<file path="src/hdl/prq_pkg.sv">
// prq_pkg: sizes, codes and transfer records shared by the packet ring queue
// modules. No dependencies.
`timescale 1ns / 1ps

package prq_pkg;

    localparam int SLOTS       = 8;
    localparam int MAX_LEN     = 256;
    localparam int BYTES_DEPTH = SLOTS * MAX_LEN;

    localparam int IDX_W  = $clog2(SLOTS);
    localparam int OFF_W  = $clog2(MAX_LEN + 1);
    localparam int CNT_W  = $clog2(SLOTS + 1);
    localparam int ADDR_W = $clog2(BYTES_DEPTH);
    localparam int CMP_W  = (OFF_W + 1 > 9) ? OFF_W + 1 : 9;

    // fixed field widths of the stream items
    localparam int BYTE_W  = 8;
    localparam int LEN_W   = 9;
    localparam int STAMP_W = 32;
    localparam int QCNT_W  = 4;

    localparam int S_DATA_W = 40;
    localparam int M_DATA_W = 56;

    // command queue between front and back, power of two
    localparam int QUEUE_DEPTH = 2;

    typedef enum logic [1:0] {
        MODE_PUSH  = 2'd0,
        MODE_POP   = 2'd1,
        MODE_CLEAR = 2'd2
    } mode_t;

    typedef enum logic [1:0] {
        ST_OK    = 2'd0,
        ST_DROP  = 2'd1,
        ST_EMPTY = 2'd2,
        ST_TRUNC = 2'd3
    } status_t;

    typedef enum logic [1:0] {
        CMD_NONE  = 2'd0,
        CMD_WRITE = 2'd1,
        CMD_READ  = 2'd2
    } cmd_kind_t;

    typedef struct packed {
        mode_t               mode;
        logic [BYTE_W-1:0]   data_byte;
        logic                last_byte;
        logic [STAMP_W-1:0]  stamp;
    } item_t;

    typedef struct packed {
        cmd_kind_t           kind;
        logic [ADDR_W-1:0]   addr;
        logic [BYTE_W-1:0]   wdata;
        status_t             status;
        logic                last;
        logic [LEN_W-1:0]    length;
        logic [STAMP_W-1:0]  stamp;
        logic [QCNT_W-1:0]   count;
    } cmd_t;

    typedef struct packed {
        status_t             status;
        logic [BYTE_W-1:0]   out_byte;
        logic                out_last;
        logic [LEN_W-1:0]    out_length;
        logic [STAMP_W-1:0]  out_stamp;
        logic [QCNT_W-1:0]   queue_count;
    } result_t;

endpackage

</file>
<file path="src/hdl/prq_front.sv">
// prq_front: accepts items, keeps ring indices, offsets and slot headers,
// and turns each item into one command for the back end. Uses prq_pkg.
`timescale 1ns / 1ps

module prq_front
    import prq_pkg::*;
(
    input  logic  clk,
    input  logic  rst_n,
    input  logic  in_valid,
    output logic  in_ready,
    input  item_t item,
    output logic  cmd_valid,
    input  logic  cmd_ready,
    output cmd_t  cmd
);

    logic [IDX_W-1:0]   head_reg, head_next;
    logic [IDX_W-1:0]   tail_reg, tail_next;
    logic [CNT_W-1:0]   count_reg, count_next;
    logic [OFF_W-1:0]   wr_off_reg, wr_off_next;
    logic [OFF_W-1:0]   rd_off_reg, rd_off_next;
    logic               dropping_reg, dropping_next;

    logic [LEN_W-1:0]   length_reg [SLOTS];
    logic [STAMP_W-1:0] stamp_reg [SLOTS];

    logic               accept;
    logic               commit;
    logic [OFF_W-1:0]   wr_off_after;
    logic [LEN_W-1:0]   head_len;
    logic [CMP_W-1:0]   rd_off_inc;

    assign in_ready  = cmd_ready;
    assign cmd_valid = in_valid;
    assign accept    = in_valid && cmd_ready;

    assign head_len   = length_reg[head_reg];
    assign rd_off_inc = CMP_W'(rd_off_reg) + CMP_W'(1);

    always_comb
    begin
        head_next     = head_reg;
        tail_next     = tail_reg;
        count_next    = count_reg;
        wr_off_next   = wr_off_reg;
        rd_off_next   = rd_off_reg;
        dropping_next = dropping_reg;
        commit        = 1'b0;
        wr_off_after  = wr_off_reg;

        cmd        = '0;
        cmd.kind   = CMD_NONE;
        cmd.status = ST_OK;
        cmd.wdata  = item.data_byte;

        case (item.mode)
            MODE_PUSH:
            begin
                if (dropping_reg)
                begin
                    cmd.status = ST_DROP;
                    if (item.last_byte)
                    begin
                        dropping_next = 1'b0;
                    end
                end
                else if (wr_off_reg == '0 && count_reg == CNT_W'(SLOTS))
                begin
                    // queue full at packet start: drop the whole packet
                    cmd.status    = ST_DROP;
                    dropping_next = !item.last_byte;
                end
                else
                begin
                    if (wr_off_reg < OFF_W'(MAX_LEN))
                    begin
                        cmd.kind     = CMD_WRITE;
                        cmd.addr     = ADDR_W'(tail_reg) * ADDR_W'(MAX_LEN)
                                       + ADDR_W'(wr_off_reg);
                        wr_off_after = wr_off_reg + OFF_W'(1);
                    end
                    else
                    begin
                        cmd.status = ST_TRUNC;
                    end
                    wr_off_next = wr_off_after;
                    if (item.last_byte)
                    begin
                        commit      = 1'b1;
                        tail_next   = (tail_reg == IDX_W'(SLOTS - 1)) ? '0
                                                                     : tail_reg + IDX_W'(1);
                        count_next  = count_reg + CNT_W'(1);
                        wr_off_next = '0;
                    end
                end
            end
            MODE_POP:
            begin
                if (count_reg == '0)
                begin
                    cmd.status = ST_EMPTY;
                end
                else
                begin
                    cmd.kind   = CMD_READ;
                    cmd.addr   = ADDR_W'(head_reg) * ADDR_W'(MAX_LEN) + ADDR_W'(rd_off_reg);
                    cmd.length = head_len;
                    cmd.stamp  = stamp_reg[head_reg];
                    if (rd_off_inc >= CMP_W'(head_len))
                    begin
                        cmd.last    = 1'b1;
                        rd_off_next = '0;
                        head_next   = (head_reg == IDX_W'(SLOTS - 1)) ? '0
                                                                     : head_reg + IDX_W'(1);
                        count_next  = count_reg - CNT_W'(1);
                    end
                    else
                    begin
                        rd_off_next = rd_off_reg + OFF_W'(1);
                    end
                end
            end
            MODE_CLEAR:
            begin
                head_next     = '0;
                tail_next     = '0;
                count_next    = '0;
                wr_off_next   = '0;
                rd_off_next   = '0;
                dropping_next = 1'b0;
            end
            default:
            begin
                cmd.status = ST_OK;
            end
        endcase

        cmd.count = QCNT_W'(count_next);
    end

    always_ff @(posedge clk or negedge rst_n)
    begin
        if (!rst_n)
        begin
            head_reg     <= '0;
            tail_reg     <= '0;
            count_reg    <= '0;
            wr_off_reg   <= '0;
            rd_off_reg   <= '0;
            dropping_reg <= 1'b0;
        end
        else if (accept)
        begin
            head_reg     <= head_next;
            tail_reg     <= tail_next;
            count_reg    <= count_next;
            wr_off_reg   <= wr_off_next;
            rd_off_reg   <= rd_off_next;
            dropping_reg <= dropping_next;
        end
    end

    // slot headers, written when a packet commits
    always_ff @(posedge clk)
    begin
        if (accept && commit)
        begin
            length_reg[tail_reg] <= LEN_W'(wr_off_after);
            stamp_reg[tail_reg]  <= item.stamp;
        end
    end

`ifndef NO_ASSERTIONS
    assert property (@(posedge clk) disable iff (!rst_n)
        count_reg <= CNT_W'(SLOTS) && wr_off_reg <= OFF_W'(MAX_LEN))
        else $error("queue count or write offset out of range");

    assert property (@(posedge clk) disable iff (!rst_n)
        dropping_reg |-> wr_off_reg == '0)
        else $error("packet bytes stored while dropping");

    assert property (@(posedge clk) disable iff (!rst_n)
        accept && item.mode == MODE_POP && count_reg == '0
        |=> $stable(head_reg) && $stable(count_reg) && $stable(rd_off_reg))
        else $error("pop of empty queue changed state");

    assert property (@(posedge clk) disable iff (!rst_n)
        accept && cmd.kind == CMD_READ && cmd.last |=> count_reg == $past(count_reg) - CNT_W'(1))
        else $error("slot not freed after last popped byte");
`endif

endmodule

</file>
<file path="config.mk">
export PLATFORM = sky130hd
export DESIGN_NAME = prq_front
export DESIGN_NICKNAME = d
export VERILOG_FILES = /design/src/hdl/prq_pkg.sv /design/src/hdl/prq_front.sv
export SDC_FILE = /design/constraint.sdc
export NUM_CORES = 1
export LEC_CHECK = 0
export BUFFER_PORTS_ARGS = -buffer_cell sky130_fd_sc_hd__buf_4
export CAP_MARGIN = 20
export CORE_MARGIN = 8
export CORE_UTILIZATION = 40
export CTS_CLUSTER_DIAMETER = 100
export DETAILED_ROUTE_END_ITERATION = 8
export GPL_TIMING_DRIVEN = 0
export HOLD_SLACK_MARGIN = 0.02
export PLACE_DENSITY = 0.6
export SLEW_MARGIN = 30
export SYNTH_ARGS = -nofsm -noshare
export SYNTH_HDL_FRONTEND = slang
export SYNTH_SLANG_ARGS = --single-unit
</file>
<file path="constraint.sdc">
create_clock -name clk -period 4.4 [get_ports clk]
set_input_delay 0.88 -clock clk [delete_from_list [all_inputs] [get_ports clk]]
set_output_delay 0.88 -clock clk [all_outputs]
set_load 0.005 [all_outputs]
</file>
# Word level (Yosys, flattened, before mapping)
# Memory sizes are Yosys's and may differ from the RTL's.
# Cells that the tools add are included.
# classes
add_sub_neg,9
n_lt_le_gt_ge,2
n_eq_ne,10
muxes,49
n_reduce_logical,14
# op_table
cell,n
$mux 42,2
$mux 9,9
$mux 12,3
$pmux 9 s2,2
$pmux 13 s2,1
$add 11x9->11,2
$mux 3,7
$mux 4,5
$add 9x1->9 const B,2
$mux 13,1
$pmux 3 s2,2
$pmux 4 s3,1
$add 9x1->10 const B,1
$ge 10x9->1,1
$mux 1,10
$ne 2x2->1 const B,5
$logic_not 9->1,1
$lt 9x9->1 const B,1
$mux 2,4
$reduce_and 4->1,2
$add 3x1->3 const B,2
$eq 3x3->1 const B,2
$reduce_and 5->1,1
$add 4x1->4 const B,1
other kinds (13),16
# word_totals
ff_bits,29
ramBits,328
word_cells,92
memories,2
# memory_table
memory,words,width,rd,rd_clocked_by_memory_dff,write_ports,line_no,source
stamp_reg,8,32,1,0,1,prq_front.sv:26,logic [STAMP_W-1:0] stamp_reg [SLOTS];
length_reg,8,9,1,0,1,prq_front.sv:25,logic [LEN_W-1:0] length_reg [SLOTS];

# Depth between registers and ports, before layout
# logic_depth
word_depth,8
depth_mapped,13

# Worst setup path after synthesis
# No wires, ideal clock.
# synth_timing
kind,input to register
from,input item[41] (netlist name)
to,memory length_reg[1][0] (enable)
setup_ns,0.490
t_arrival_ns,4.738
path_slack_ns,-0.828
cell_stages,5
path_buffers,1
cell_sequence,or3_1 a31oi_4 buf_2 nand4_1 nor3_1
# synth_via
elab_chain_cells,5
# synth_lines
item,line_no,source
"start, declared",prq_front.sv:12,"input item_t item,"
$logic_not 2->1,prq_front.sv:57,case (item.mode)
$mux 1,prq_front.sv:57,
$logic_and 1x1->1,prq_front.sv:167,if (accept && commit)
$mux 1,prq_front.sv:167,
$mux 1 (not written as such),prq_front.sv:169,length_reg[tail_reg] <= LEN_W'(wr_off_after);
"end, declared",prq_front.sv:25,
# No other way between the ends.

==> impl_summary.md <==
Place
The half-perimeter wire length of the detailed placement result is between 20 and 25 mm. The routability-driven placement congestion ratio is 0.8094. The number of placed cells counting well taps is around 1500.

The number of buffers added on ports is ~110. The pre-CTS setup slack is -0.5411 ns.

Global route
The pin count of the biggest net entering global routing is 30. The first global-routing pass estimated 52.84 mm of wire. For this run, the total global-route usage over all layers was measured as 0.1549. The initial antenna violation count is 1. The number of global-route vias before repair is roughly 8700. After global routing the overflow that remains totals 0.

Synthesis
Counting every net in the synthesized netlist gives 905. The synthesis warning total is 0. In the synthesized netlist the async set-or-reset flop fraction comes to 0.08123. Synthesis instantiated 67 different standard cells from the library. The synthesized netlist occupies a cell area of 15080 um2. The number of enable-type register cells in the synthesized netlist is 328. The sequential element share of the synthesized area is 0.7012. The number of storage elements in the synthesis netlist is 357. A synthesized cell averages 18.04 um2. The count of mapped cells out of synthesis is between 800 and 900. The dominant register cell in the synthesized netlist is edfxtp_1.

Clocking
The hold-fix buffer count after cts is 0. At the later pin of the worst-skew pair, clock insertion delay measures around 0.53 ns. Clock tree synthesis found a total of ~360 sinks. TritonCTS built the clock tree. The H-tree level count is 2.

The total CTS buffers is 39. The cell at the root of the clock tree is clkbuf_16. The buffer levels on the longest clock path is 3. Clock-pin slew was measured on the worst setup and hold paths at around 0.070 ns.

Critical path
The required time reported for the critical path endpoint is roughly 3.5 ns. The depth of the most critical reg-to-reg path is 10. Of all nets on the critical path, the largest fanout is 7. The worst setup path is launched from a flip-flop. The endpoint identified for the worst register-to-register timing path is length_reg[1][6]. For the worst setup path, the data arrival time is 3.44 ns.

The worst register-to-register path begins at count_reg[0]. STA classifies the critical path endpoint as a primary output. The critical path is of the reg -> out type. The register-to-register path setup slack is 0.85 ns.

Power and ir drop
The switching power is ~0.0017 W. The worst vdd rail ir drop is a little over 0.0003 V. The portion of total power attributed to sequential cells is 0.509. Of the total power, the share spent switching nets is 0.2273. Cell internal power was estimated by the tool at roughly 0.0058 W. The power density of the placed cells is approximately 400 nW/um2. The share of total power dissipated in the clock network is 0.401. The share of total power dissipated in combinational logic is 0.090.

The reported leakage power is about 6.3 nW.

Layout
In the layout the commonest cells are edfxtp_1, buf_4, mux4_2. Leaving out fill and tap cells, the most frequent cell in the layout is edfxtp_1. The area growth from synthesis to layout is 23.65%.

The share of final-layout standard cells stronger than drive strength 1 is 0.3463. The antenna cell count is 0. The flip-flop count of the largest register, all copies and words added is 256. Counting the fill cells in the layout gives around 3100. The final net count is between 1000 and 1500. The number of non-filler instances in the completed layout is around 1600.

STA
The setup skew after layout is 0.01867 ns. The setup violation total in the final timing report is 0. The number of endpoints with negative hold slack in the final report is 0. The part of the cycle the worst path needs is 0.9814. Setup repair after global routing could not meet its margin everywhere.

The transition time at the pin with the least slew margin is between 0.9 and 1 ns. The final number of max-transition violations is 0. The minimum clock period is around 4.3 ns.

Derived from the worst setup path, the maximum achievable clock frequency is approximately 0.23 GHz. Across all setup checks in the final design, the least slack found is approximately 0.082 ns. The worst slew margin relative to its limit is 0.3458.

Route
For this run, design rule violations remaining after detail routing come to 0. Before antenna repair, the detailed router went through 5 iterations. The routed wirelength normalized by instance count is about 22 um. Summing over every cut layer, the via total after detailed routing is a little over 8000. Once detail routing completed, the nets flagged for antenna violations numbered 0.

In the routed layout, each cell is associated on average with a via count of between 5 and 6. For this block, the routed nets add up to approximately 34 mm of wire. For this block, the initial DRC count from the detailed router was 520.

Floorplan
The die outline width is 210.2 um. The die footprint is ~44000 um2. From bottom edge to top edge, the die measures 210.2 um. For this configuration, the core starts out at a cell density of 0.4032.

In this run the count of I/O pins placed on the die edge is between 100 and 150. After floorplanning, the core was sized to cover 37400 um2. The number of placement rows is 71.

Outcome
The flow ran to the end, and the final reports show no timing, DRC or antenna violations.

Worst hold path
The path class of the tightest hold or removal check is in -> async.

Flow run
The number of max-capacitance violations reported is 0.
## worst max path at each step
stage	end	depth (start not counted)	from	slack, ns
finish	cmd[2]	13	head_reg[0]	0.08
global route	cmd[3]	11	head_reg[0]	-0.09
CTS	cmd[1]	12	head_reg[0]	0.0001
global placement	stamp_reg[3][11]	6	item[41]	-2.08
floorplan	length_reg[3][0]	5	item[41]	0.26
detailed placement	cmd[2]	13	head_reg[1]	-0.54
## power by group through the flow
stage               Sequential (W)  Clock [W]  Combinational, W
finish                     0.00383    0.00302          0.000675
global placement           0.00390          0          0.000606
detailed placement         0.00390          0          0.000639
CTS                        0.00383    0.00309          0.000659
global route               0.00384    0.00322          0.000745
floorplan                  0.00388          0          0.000352
## critical path, cell delays in order, from the launching register on
cell	delay, ns
dfrtp_2	0.42
buf_12	0.15
buf_12	0.12
mux4_2	0.52
mux2i_4	0.23
ha_4	0.24
a21o_1	0.17
a21oi_2	0.19
o21ai_4	0.10
a22oi_4	0.24
inv_4	0.11
a31oi_4	0.20
nand2_1	0.08
buf_4	0.14
## synth_stat cells (14+ instances only)
cell        n  area, um2
nor2_1     70      262.8
o21ai_0    18      90.09
mux2i_1    42      420.4
buf_2      16      80.08
dfrtp_1    29      725.7
clkbuf_1   20      75.07
edfxtp_1  328       9849
a21oi_1    16      80.08
nand2_1    34      127.6
mux4_2     82       1847
a22o_1     14      122.6
ha_1       22      275.3
## cells by family after synthesis
group                    synth area share
XOR/XNOR                         0.009292
multiplexers                       0.1511
AO/OA/AOI/OAI                     0.04497
flip-flops                         0.7012
AND/OR/NAND/NOR                   0.05310
adder cells (fa/ha/maj)           0.01825
buffers and inverters             0.02207
## stage by stage
stage	hold slack (ns)	utilization	cell area, um2	power (W)	TNS (ns)
after floorplan	0.5131	-	15090	0.004237	0
after global placement	0.5577	0.4425	16550	0.004509	-584.32
after detailed placement	0.5547	0.4563	17070	0.004541	-1.904
after CTS	0.2857	0.4961	18550	0.007585	0
after global routing	0.3012	0.4986	18650	0.007810	-0.1252
final	0.2749	0.4986	18650	0.007531	0
## cell type report
class / count / area [um2] / area share
flip-flops and latches: 357 / 10580 / 0.5672
multi-input cells: 410 / 4414 / 0.2367
repair buffers: 147 / 1433 / 0.07683
clock buffers: 48 / 1010 / 0.05415
well taps: 511 / 639.4 / 0.03429
plain buffers: 54 / 350.3 / 0.01879
clock inverters: 21 / 168.9 / 0.009059
inverters: 14 / 55.05 / 0.002952
## timing repair
item	4_1_cts	5_1_grt
setup buffers	12	4
pin swaps	7	3
cloned	1	0
resized for setup	46	12
endpoints found under the setup margin	5	16
## metal layers
metal	GRT usage	wire length (um)	vias to the layer above
li1	-	-	3715
met1	0.2141	15530	4178
met2	0.2472	16010	190
met3	0.03594	1880	48
met4	0.03718	548	2
met5	0	12	-
No activity file was read; power rests on OpenSTA's default activity.
