--- config.mk ---
export PLATFORM = sky130hd
export DESIGN_NAME = prq_cmd_queue
export DESIGN_NICKNAME = d
export VERILOG_FILES = /design/src/hdl/prq_pkg.sv /design/src/hdl/prq_cmd_queue.sv
export SDC_FILE = /design/constraint.sdc
export NUM_CORES = 1
export LEC_CHECK = 0
export ABC_AREA = 1
export BUFFER_PORTS_ARGS = -buffer_cell sky130_fd_sc_hd__buf_2
export CAP_MARGIN = 10
export CORE_UTILIZATION = 52
export CTS_CLUSTER_DIAMETER = 30
export DETAILED_ROUTE_END_ITERATION = 10
export HOLD_SLACK_MARGIN = 0.08
export PLACE_DENSITY = 0.79
export SKIP_LAST_GASP = 1
export SLEW_MARGIN = 20
export SYNTH_ARGS = -nofsm -noshare
export SYNTH_HDL_FRONTEND = slang
export SYNTH_SLANG_ARGS = --single-unit
--- constraint.sdc ---
create_clock -name clk -period 4.6 [get_ports clk]
set_input_delay 0.92 -clock clk [delete_from_list [all_inputs] [get_ports clk]]
set_output_delay 0.92 -clock clk [all_outputs]
set_load 0.005 [all_outputs]
--- src/hdl/prq_pkg.sv ---
// prq_pkg: sizes, codes and transfer records shared by the packet ring queue
// modules. No dependencies.
`timescale 1ns / 1ps

package prq_pkg;

    localparam int SLOTS       = 8;
    localparam int MAX_LEN     = 256;
    localparam int BYTES_DEPTH = SLOTS * MAX_LEN;

    localparam int IDX_W  = $clog2(SLOTS);
    localparam int OFF_W  = $clog2(MAX_LEN + 1);
    localparam int CNT_W  = $clog2(SLOTS + 1);
    localparam int ADDR_W = $clog2(BYTES_DEPTH);
    localparam int CMP_W  = (OFF_W + 1 > 9) ? OFF_W + 1 : 9;

    // fixed field widths of the stream items
    localparam int BYTE_W  = 8;
    localparam int LEN_W   = 9;
    localparam int STAMP_W = 32;
    localparam int QCNT_W  = 4;

    localparam int S_DATA_W = 40;
    localparam int M_DATA_W = 56;

    // command queue between front and back, power of two
    localparam int QUEUE_DEPTH = 2;

    typedef enum logic [1:0] {
        MODE_PUSH  = 2'd0,
        MODE_POP   = 2'd1,
        MODE_CLEAR = 2'd2
    } mode_t;

    typedef enum logic [1:0] {
        ST_OK    = 2'd0,
        ST_DROP  = 2'd1,
        ST_EMPTY = 2'd2,
        ST_TRUNC = 2'd3
    } status_t;

    typedef enum logic [1:0] {
        CMD_NONE  = 2'd0,
        CMD_WRITE = 2'd1,
        CMD_READ  = 2'd2
    } cmd_kind_t;

    typedef struct packed {
        mode_t               mode;
        logic [BYTE_W-1:0]   data_byte;
        logic                last_byte;
        logic [STAMP_W-1:0]  stamp;
    } item_t;

    typedef struct packed {
        cmd_kind_t           kind;
        logic [ADDR_W-1:0]   addr;
        logic [BYTE_W-1:0]   wdata;
        status_t             status;
        logic                last;
        logic [LEN_W-1:0]    length;
        logic [STAMP_W-1:0]  stamp;
        logic [QCNT_W-1:0]   count;
    } cmd_t;

    typedef struct packed {
        status_t             status;
        logic [BYTE_W-1:0]   out_byte;
        logic                out_last;
        logic [LEN_W-1:0]    out_length;
        logic [STAMP_W-1:0]  out_stamp;
        logic [QCNT_W-1:0]   queue_count;
    } result_t;

endpackage

--- src/hdl/prq_cmd_queue.sv ---
// prq_cmd_queue: short command queue between front and back end.
// Uses prq_pkg for the command record and depth.
`timescale 1ns / 1ps

module prq_cmd_queue
    import prq_pkg::*;
(
    input  logic clk,
    input  logic rst_n,
    input  logic in_valid,
    output logic in_ready,
    input  cmd_t in_cmd,
    output logic out_valid,
    input  logic out_ready,
    output cmd_t out_cmd
);

    localparam int PTR_W  = (QUEUE_DEPTH > 1) ? $clog2(QUEUE_DEPTH) : 1;
    localparam int QCNT_W_L = $clog2(QUEUE_DEPTH + 1);

    cmd_t                entries_reg [QUEUE_DEPTH];
    logic [PTR_W-1:0]    wr_ptr_reg;
    logic [PTR_W-1:0]    rd_ptr_reg;
    logic [QCNT_W_L-1:0] fill_reg;
    logic                push;
    logic                pop;

    assign in_ready  = fill_reg != QCNT_W_L'(QUEUE_DEPTH);
    assign out_valid = fill_reg != '0;
    assign out_cmd   = entries_reg[rd_ptr_reg];
    assign push      = in_valid && in_ready;
    assign pop       = out_valid && out_ready;

    always_ff @(posedge clk)
    begin
        if (push)
        begin
            entries_reg[wr_ptr_reg] <= in_cmd;
        end
    end

    // pointers wrap naturally, depth is a power of two
    always_ff @(posedge clk or negedge rst_n)
    begin
        if (!rst_n)
        begin
            wr_ptr_reg <= '0;
            rd_ptr_reg <= '0;
            fill_reg   <= '0;
        end
        else
        begin
            if (push)
            begin
                wr_ptr_reg <= wr_ptr_reg + PTR_W'(1);
            end
            if (pop)
            begin
                rd_ptr_reg <= rd_ptr_reg + PTR_W'(1);
            end
            if (push && !pop)
            begin
                fill_reg <= fill_reg + QCNT_W_L'(1);
            end
            else if (pop && !push)
            begin
                fill_reg <= fill_reg - QCNT_W_L'(1);
            end
        end
    end

endmodule

======== Word-level counts from Yosys, hierarchy flattened ========
Memories as Yosys holds them, arrays and structs flattened.
Index checks and enable logic that the tools add are counted.
storage, ports and cells
  output and inout bits ................... 71
  RAM bits ................................ 138
  bits of input ports ..................... 73
  memories kept ........................... 1
  flip-flop bits (word level) ............. 4
  word-level logic and storage cells ...... 21
memories
  name         depth  bits a word  rd ports  clocked after Yosys merged registers in  write ports  RTL line             source
  entries_reg  2      69           1         0                                        1            prq_cmd_queue.sv:21  cmd_t entries_reg [QUEUE_DEPTH];
cells by class
  add/subtract/negate cells ............... 4
  equality and inequality tests ........... 1
  multiplexer cells ....................... 4
  reduce and logical (&&, ||, !) cells .... 8
operators with widths
  kind                                              number
  logical AND 1 bit                                 4
  two-way mux 2 bit                                 2
  nonzero test 2 bit                                2
  adder 1 bit, second input constant                2
  adder 2 x 1 -> 2 bit, second input constant       1
  logical NOT 1 bit                                 2
  two-way mux 1 bit                                 2
  inequality test 2 bit, second input constant      1
  subtractor 2 x 1 -> 2 bit, second input constant  1

======== Depth between registers and ports, before layout ========
Gate-level depths: netlist (run 1).
  depth after elaboration ................. 6
  mapped depth ............................ 10
  depth with buffers taken out ............ 10

======== Least setup slack after synthesis (run 1) ========
No wires, ideal clock.
  kind .................................... input -> register
  start ................................... in in_valid
  end ..................................... mem entries_reg[0][0] in the netlist's numbering (enable)
  required time ........................... 4.104 ns
  path buffers ............................ 0
  arrival ................................. 3.911 ns
  setup slack ............................. 0.193 ns
  stages .................................. 2
  setup time .............................. 0.496 ns
  path through ............................ nand2_1 > nor2_1
on the way
  cells in the longest elaborated chain, start to end .. 3
ends and longest elaborated chain
  what                                     RTL line             source
  start: declaration                       prq_cmd_queue.sv:10  input logic in_valid,
  logical AND 1 bit                        prq_cmd_queue.sv:31  assign push = in_valid && in_ready;
  two-way mux 1 bit                        prq_cmd_queue.sv:36  if (push)
  two-way mux 1 bit (implied by the code)  prq_cmd_queue.sv:38  entries_reg[wr_ptr_reg] <= in_cmd;
  end: declaration                         prq_cmd_queue.sv:21
Every way passes these cells.

==> results.yml, run 1 <==
setup_path:
  startpoint_type: "register"
  startpoint: "rd_ptr_reg"
  cp-endpoint: "out_cmd[14]"
  worstReg2RegEnd: "entries_reg[0][17]"
  critPathSlowestCell: "inv_4"
  slowest_delay_ns: 0.61
  worst-path-max-fanout: 70
  ff2ff_setup_slack_ns: 2.46
  critPathCaptureType: "output port"
  crit_chain: "inv_4 -> nand2_1 -> nand2_1 -> buf_2"
  r2r_cells: 5
  cpMostUsedCell: "nand2_1"
  critPathKind: "register to output port"
  reg2reg_from: "fill_reg[0]"
  cp.required_ns: 3.68
  worstPathArrival_ns: 2.10
pwr:
  p_per_area_nw_per_um2: 658.5
  clkPwrFrac: 0.309
  combPwrFrac: 0.263
  seqPwrFrac: 0.427
  power.internal_mw: 3.070
  peakVddDrop_mv: 0.4135
  p_switching_mw: 1.327
  switching_share: 0.3018
  leakagePower_nw: 2.905
layout:
  diodes: 0
  drive_gt1_frac: 0.3236
  area.growth.synth_to_final_pct: 27.41
  largest_reg_flops: 138
  finalNetCount: 613
  n_fill_cell: 696
  final_area_um2: 6676
logic_synthesis:
  synth_area_leaders: "edfxtp_1, nand2_1, dfrtp_1"
  synth_seq_area_share: 0.8099
  ys_async_sr_fraction: 0.02817
  ys_types: 14
  synthAdderAreaFrac: 0.002388
  ys_warn_count: 0
  yosys.area_share.simple: 0.1600
  synth_fp_nets: 463
  syn_area_um2: 5240
  synth_common_cells: "nand2_1, edfxtp_1, buf_2, buf_4, inv_1"
  ys.flop_type: "edfxtp_1"
  synthXorXnorAreaFrac: 0.003343
  synth.most_common_cell: "nand2_1"
  synth_enable_flop_cells: 138
  synth_top_family_by_area: "simple AND/OR/NAND/NOR gates"
  synth_cells: 389
  avgSynthCellArea_um2: 13.47
  synth_compound_area_frac: 0
  yosysTopAreaCell: "edfxtp_1"
  yosys_register_bits: 142
  synth_mux_area_frac: 0
  post-synth-top-area-fraction: 0.7908
placed_design:
  post_dp_cell_area_um2: 6087
  portBuffers: 143
  dp_slack_ns: 1.971
  routabilityCongestion: 0.7164
  place_hpwl_um: 6140
drt:
  wire_per_inst_um: 14.60
  drtAntennaViolNets: 0
  dr.pass1.iters: 6
  top_layer_used: "met4"
  drt_iter0_drc: 105
  route.vias.total: 3340
  drc_errors: 0
  vias_per_cell: 4.890
  wl_met2_um: 5283
  drt_wl_total_um: 9973
  met1_length_um: 3887
  wl_met3_um: 574
die:
  num_rows: 36
  fp.dieH_um: 102.4
  core_um2: 9774
  boundaryPins: 144
  die-area_um2: 10480
  initial_core_util: 0.5361
  dieWidth_um: 102.4
clocking:
  cts_tree: "built"
  cts_sinks: 142
  clockBufferDepth: 2
  cts.clk_slew.worst_paths_ns: 0.06
  cts_buffers: 17
  cts_root_buf: "clkbuf_8"
  cts_resized: 0
  insertion_delay_ns: 0.51
  postCtsHoldBufs: 0
  postCtsSetupBuffers: 0
  htree_levels: 4
run:
  maxCapViolCount: 0
sta:
  worst_pin_slew_ns: 0.9050
  relSlewSlack: 0.3952
  setup_tns_ns: 0
  max_freq_mhz: 330.8
  period_share: 0.6572
  fin_ws_ns: 1.577
  setup_viol: 0
  fin_skew_ns: 0.005380
  rsz0062_at_grt: "no"
  drv_slew: 0
  min_period_ns: 3.023
  final_hold_viol_count: 0
global_route:
  grt_first_pass_wirelength_um: 14750
  grt_pass1_vias: 3197
  grt_overflow_total: 0
  grt_max_degree: 71
  antenna_found_initial: 0
  grt_usage: 0.1955
hold_path:
  hp-class: "input pin to asynchronous set/reset pin"
status:
  status: "finished, final reports clean"
critical path, delay by kind of cell, from the launching register on:
| kind | cells | cell delay [ns] |
|---|---|---|
| buffers and inverters | 2 | 0.72 |
| flip-flops | 1 | 0.59 |
| AND/OR/NAND/NOR | 2 | 0.25 |
power by group through the flow:
stage	registers (mW)	clock network (mW)	logic (mW)
5_1_grt	1.91	1.43	1.31
3_5_place_dp	1.91	0	1.17
2_1_floorplan	1.88	0	0.702
6_report	1.88	1.36	1.16
4_1_cts	1.88	1.38	1.18
3_3_place_gp	1.89	0	1.14
per-layer routing:
metal | vias to the layer above | track usage
met5 | - | 0
met4 | 0 | 0.1055
met3 | 21 | 0.06566
met2 | 126 | 0.3335
met1 | 1582 | 0.2169
li1 | 1611 | -
cells in the final DEF, fill, tap and decap left out, drive strengths merged:
master	count
buf	146
bufinv	4
clkbuf	19
clkinv	4
clkinvlp	2
dfrtp	4
edfxtp	138
ha	1
inv	8
nand2	217
nand3	2
nand4	1
nor2	2
xnor2	1
xor2	1
worst min path at each step:
| stage | from | end | slack (ns) | depth (start not counted) |
|---|---|---|---|---|
| after floorplan | fill_reg[1] | fill_reg[1] | 0.46 | 2 |
| after detailed placement | fill_reg[0] | fill_reg[0] | 0.51 | 1 |
| after global routing | rst_n | rd_ptr_reg | 0.19 | 1 |
| after CTS | rst_n | rd_ptr_reg | 0.18 | 1 |
| final | rst_n | rd_ptr_reg | 0.21 | 1 |
| after global placement | fill_reg[1] | fill_reg[1] | 0.48 | 2 |
stage by stage:
| step | cells | power (mW) | util | hold slack (ns) |
|---|---|---|---|---|
| floorplan | 389 | 2.581 | - | 0.4625 |
| detailed placement | 653 | 3.076 | 0.6228 | 0.5057 |
| CTS | 683 | 4.438 | 0.6831 | 0.1833 |
| global route | 683 | 4.648 | 0.6831 | 0.1882 |
| finish | 683 | 4.396 | 0.6831 | 0.2132 |
| global placement | 653 | 3.030 | 0.6228 | 0.4796 |
kinds of logic after synthesis:
kind of cell,Yosys count
AND/OR/NAND/NOR,222
flip-flops,142
buffers and inverters,22
XOR/XNOR,2
adder cells (fa/ha/maj),1
cell type report:
cell class | count | area (um2) | area share
repair buffers | 146 | 763.2 | 0.1143
inverters | 7 | 28.78 | 0.004310
clock buffers | 19 | 421.7 | 0.06316
flip-flops and latches | 142 | 4245 | 0.6359
multi-input cells | 225 | 883.3 | 0.1323
well taps | 133 | 166.4 | 0.02493
clock inverters | 11 | 167.7 | 0.02511
(Power assumes the default switching activity.)
==> run 2, diff against run 1 <==
--- a/config.mk
+++ b/config.mk
@@ -5,7 +5,7 @@
 export SDC_FILE = /design/constraint.sdc
 export NUM_CORES = 1
 export LEC_CHECK = 0
-export ABC_AREA = 1
+export ABC_AREA = 0
 export BUFFER_PORTS_ARGS = -buffer_cell sky130_fd_sc_hd__buf_2
 export CAP_MARGIN = 10
 export CORE_UTILIZATION = 52
==> constraint.sdc (replaced) <==
create_clock -name clk -period 2.79 [get_ports clk]
set_input_delay 0.558 -clock clk [delete_from_list [all_inputs] [get_ports clk]]
set_output_delay 0.558 -clock clk [all_outputs]
set_load 0.005 [all_outputs]
==> run 2 against run 1 <==
Effect of this change: register-to-register slack worse by 1.4 ns; synthesized area up 5.4%; total power up 66%; critical path depth down 1; count of clock-buffer cells in the layout down 1; sequential cell count unchanged; final area up 3.5%; die area up 5.3%; combinational power up 81%; sequential share of layout area down 2.1 points; clock skew up 0.0018 ns; worst setup slack worse by 1.4 ns; critical endpoint is now out_cmd[12]; highest routed layer unchanged.
==> results.yml, run 2 <==
logic_synthesis:
  synth_enable_flop_cells: 138
  ys.flop_type: "edfxtp_1"
  yosys_register_bits: 142
  synth_seq_area_share: 0.7681
  synth_common_cells: "edfxtp_1, mux2_4, buf_12"
  ys_warn_count: 0
  syn_area_um2: 5525
  yosysTopAreaCell: "edfxtp_1"
  ys_types: 14
  synth_cells: 233
  synth_area_leaders: "edfxtp_1, mux2_4, buf_12"
  post-synth-top-area-fraction: 0.7500
  synth.most_common_cell: "edfxtp_1"
  avgSynthCellArea_um2: 23.71
  ys_async_sr_fraction: 0.02817
  synth_fp_nets: 307
drt:
  wire_per_inst_um: 16.43
  vias_per_cell: 4.926
  dr.pass1.iters: 4
  drt_iter0_drc: 131
  drtAntennaViolNets: 0
  route.vias.total: 2665
  drc_errors: 0
  drt_wl_total_um: 8890
placed_design:
  routabilityCongestion: 0.6987
  post_dp_cell_area_um2: 6359
  portBuffers: 143
  place_hpwl_um: 5807
sta:
  final_hold_viol_count: 0
  period_share: 0.9241
  timing.hold.ws_ns: 0.2489
  fin_skew_ns: 0.007197
  min_period_ns: 2.578
  rsz0062_at_grt: "no"
  setup_tns_ns: 0
  worst_pin_slew_ns: 0.5434
  max_freq_mhz: 387.9
  drv_slew: 0
  relSlewSlack: 0.6377
  setup_viol: 0
global_route:
  grt_overflow_total: 0
  grt_first_pass_wirelength_um: 13350
  grt_max_degree: 41
  grt_pass1_vias: 2697
  grt_usage: 0.1666
  antenna_found_initial: 0
setup_path:
  worst-path-max-fanout: 27
  cp.required_ns: 2.23
  startpoint: "rd_ptr_reg"
  startpoint_type: "register"
  critPathCaptureType: "output port"
  cp-endpoint: "out_cmd[12]"
  r2r_cells: 3
  ff2ff_setup_slack_ns: 1.08
  worstPathArrival_ns: 2.02
  critPathKind: "register to output port"
  reg2reg_from: "fill_reg[0]"
  worstReg2RegEnd: "entries_reg[1][40]"
hold_path:
  min_from: "in_cmd[4]"
  hp-class: "input pin to register"
die:
  fp.dieH_um: 105.1
  dieWidth_um: 105.1
  core_um2: 10320
  die-area_um2: 11040
  boundaryPins: 144
  initial_core_util: 0.5352
  num_rows: 37
layout:
  n_fill_cell: 697
  area.growth.synth_to_final_pct: 25.05
  largest_reg_flops: 138
  finalNetCount: 468
  mostFrequentLayoutCells: "buf_2, edfxtp_1, mux2_4, clkbuf_16, clkinv_2"
  diodes: 0
  final_common_cell: "buf_2"
  drive_gt1_frac: 0.6123
  final_area_um2: 6909
clocking:
  cts.clk_slew.worst_paths_ns: 0.06
  cts_tree: "built"
  htree_levels: 4
  postCtsSetupBuffers: 0
  clockBufferDepth: 2
  cts_sinks: 142
  insertion_delay_ns: 0.49
  cts_buffers: 17
  cts_root_buf: "clkbuf_8"
run:
  maxCapViolCount: 0
status:
  status: "finished, final reports clean"
pwr:
  leakagePower_nw: 2.820
  p_per_area_nw_per_um2: 1055
  peakVddDrop_mv: 0.6804
run 2: cell count changes in the layout (fill, tap and decap cells not counted), sizes merged, moves of 2 or more:
cell | previous run | this run
clkinvlp | 2 | 0
nand2 | 217 | 2
mux2 | 0 | 69
nand3 | 2 | 0
bufinv | 4 | 2
inv | 8 | 2
clkinv | 4 | 9
xnor2 | 1 | 3
buf | 146 | 149
run 2: area by class of cell:
class                           instances  area, um2  area share
Clock inverter                         12      122.6     0.01775
Multi-Input combinational cell         82       1139      0.1648
Clock buffer                           18      417.9     0.06049
Tap cell                              136      170.2     0.02463
Timing Repair Buffer                  150      808.3      0.1170
Inverter                                1      3.754   0.0005433
Sequential cell                       142       4248      0.6148
run 2: layer usage:
metal  track usage  part of all wire  routed length [um]
met5             0                 0                   0
met4       0.07646             0.012                 108
met3       0.04554             0.058                 517
met2        0.2914              0.52                4610
met1        0.1901              0.41                3655
run 2: worst min-delay path by stage:
stage / cells after the start / to
finish: 1 / entries_reg[1][4]
global placement: 1 / fill_reg[1]
floorplan: 0 / fill_reg[0]
global route: 1 / entries_reg[1][47]
CTS: 1 / entries_reg[1][47]
detailed placement: 1 / fill_reg[0]
run 2: logic make-up after synthesis:
group                    share of synthesized area
adder cells (fa/ha/maj)                   0.002264
buffers and inverters                      0.02808
AND/OR/NAND/NOR                           0.006117
multiplexers                                0.1875
XOR/XNOR                                  0.007927
flip-flops                                  0.7681
run 2: stage by stage:
stage	util	setup WS [ns]	std cells	power, mW
2_1_floorplan	-	0.1299	233	4.728
3_3_place_gp	0.6159	0.7233	510	5.271
3_5_place_dp	0.6159	0.6938	510	5.347
4_1_cts	0.6693	0.1451	541	7.380
5_1_grt	0.6693	0.1159	541	7.615
6_report	0.6693	0.2119	541	7.292
run 2: critical path, stage by stage (launching register included):
cell	delay [ns]
dfrtp_4	0.78
buf_12	0.28
mux2_4	0.32
buf_2	0.13
run 2: power breakdown:
group	switching, mW	internal [mW]	leakage (nW)
Clock	0.772	1.25	0.269
Combinational	0.873	1.22	1.22
Sequential	0.246	2.92	1.33
run 2: repair_timing:
action	CTS	global route
hold buffers	1	0
setup endpoints to repair	0	0
gates resized for setup	0	0
endpoints found under the hold margin	4	0
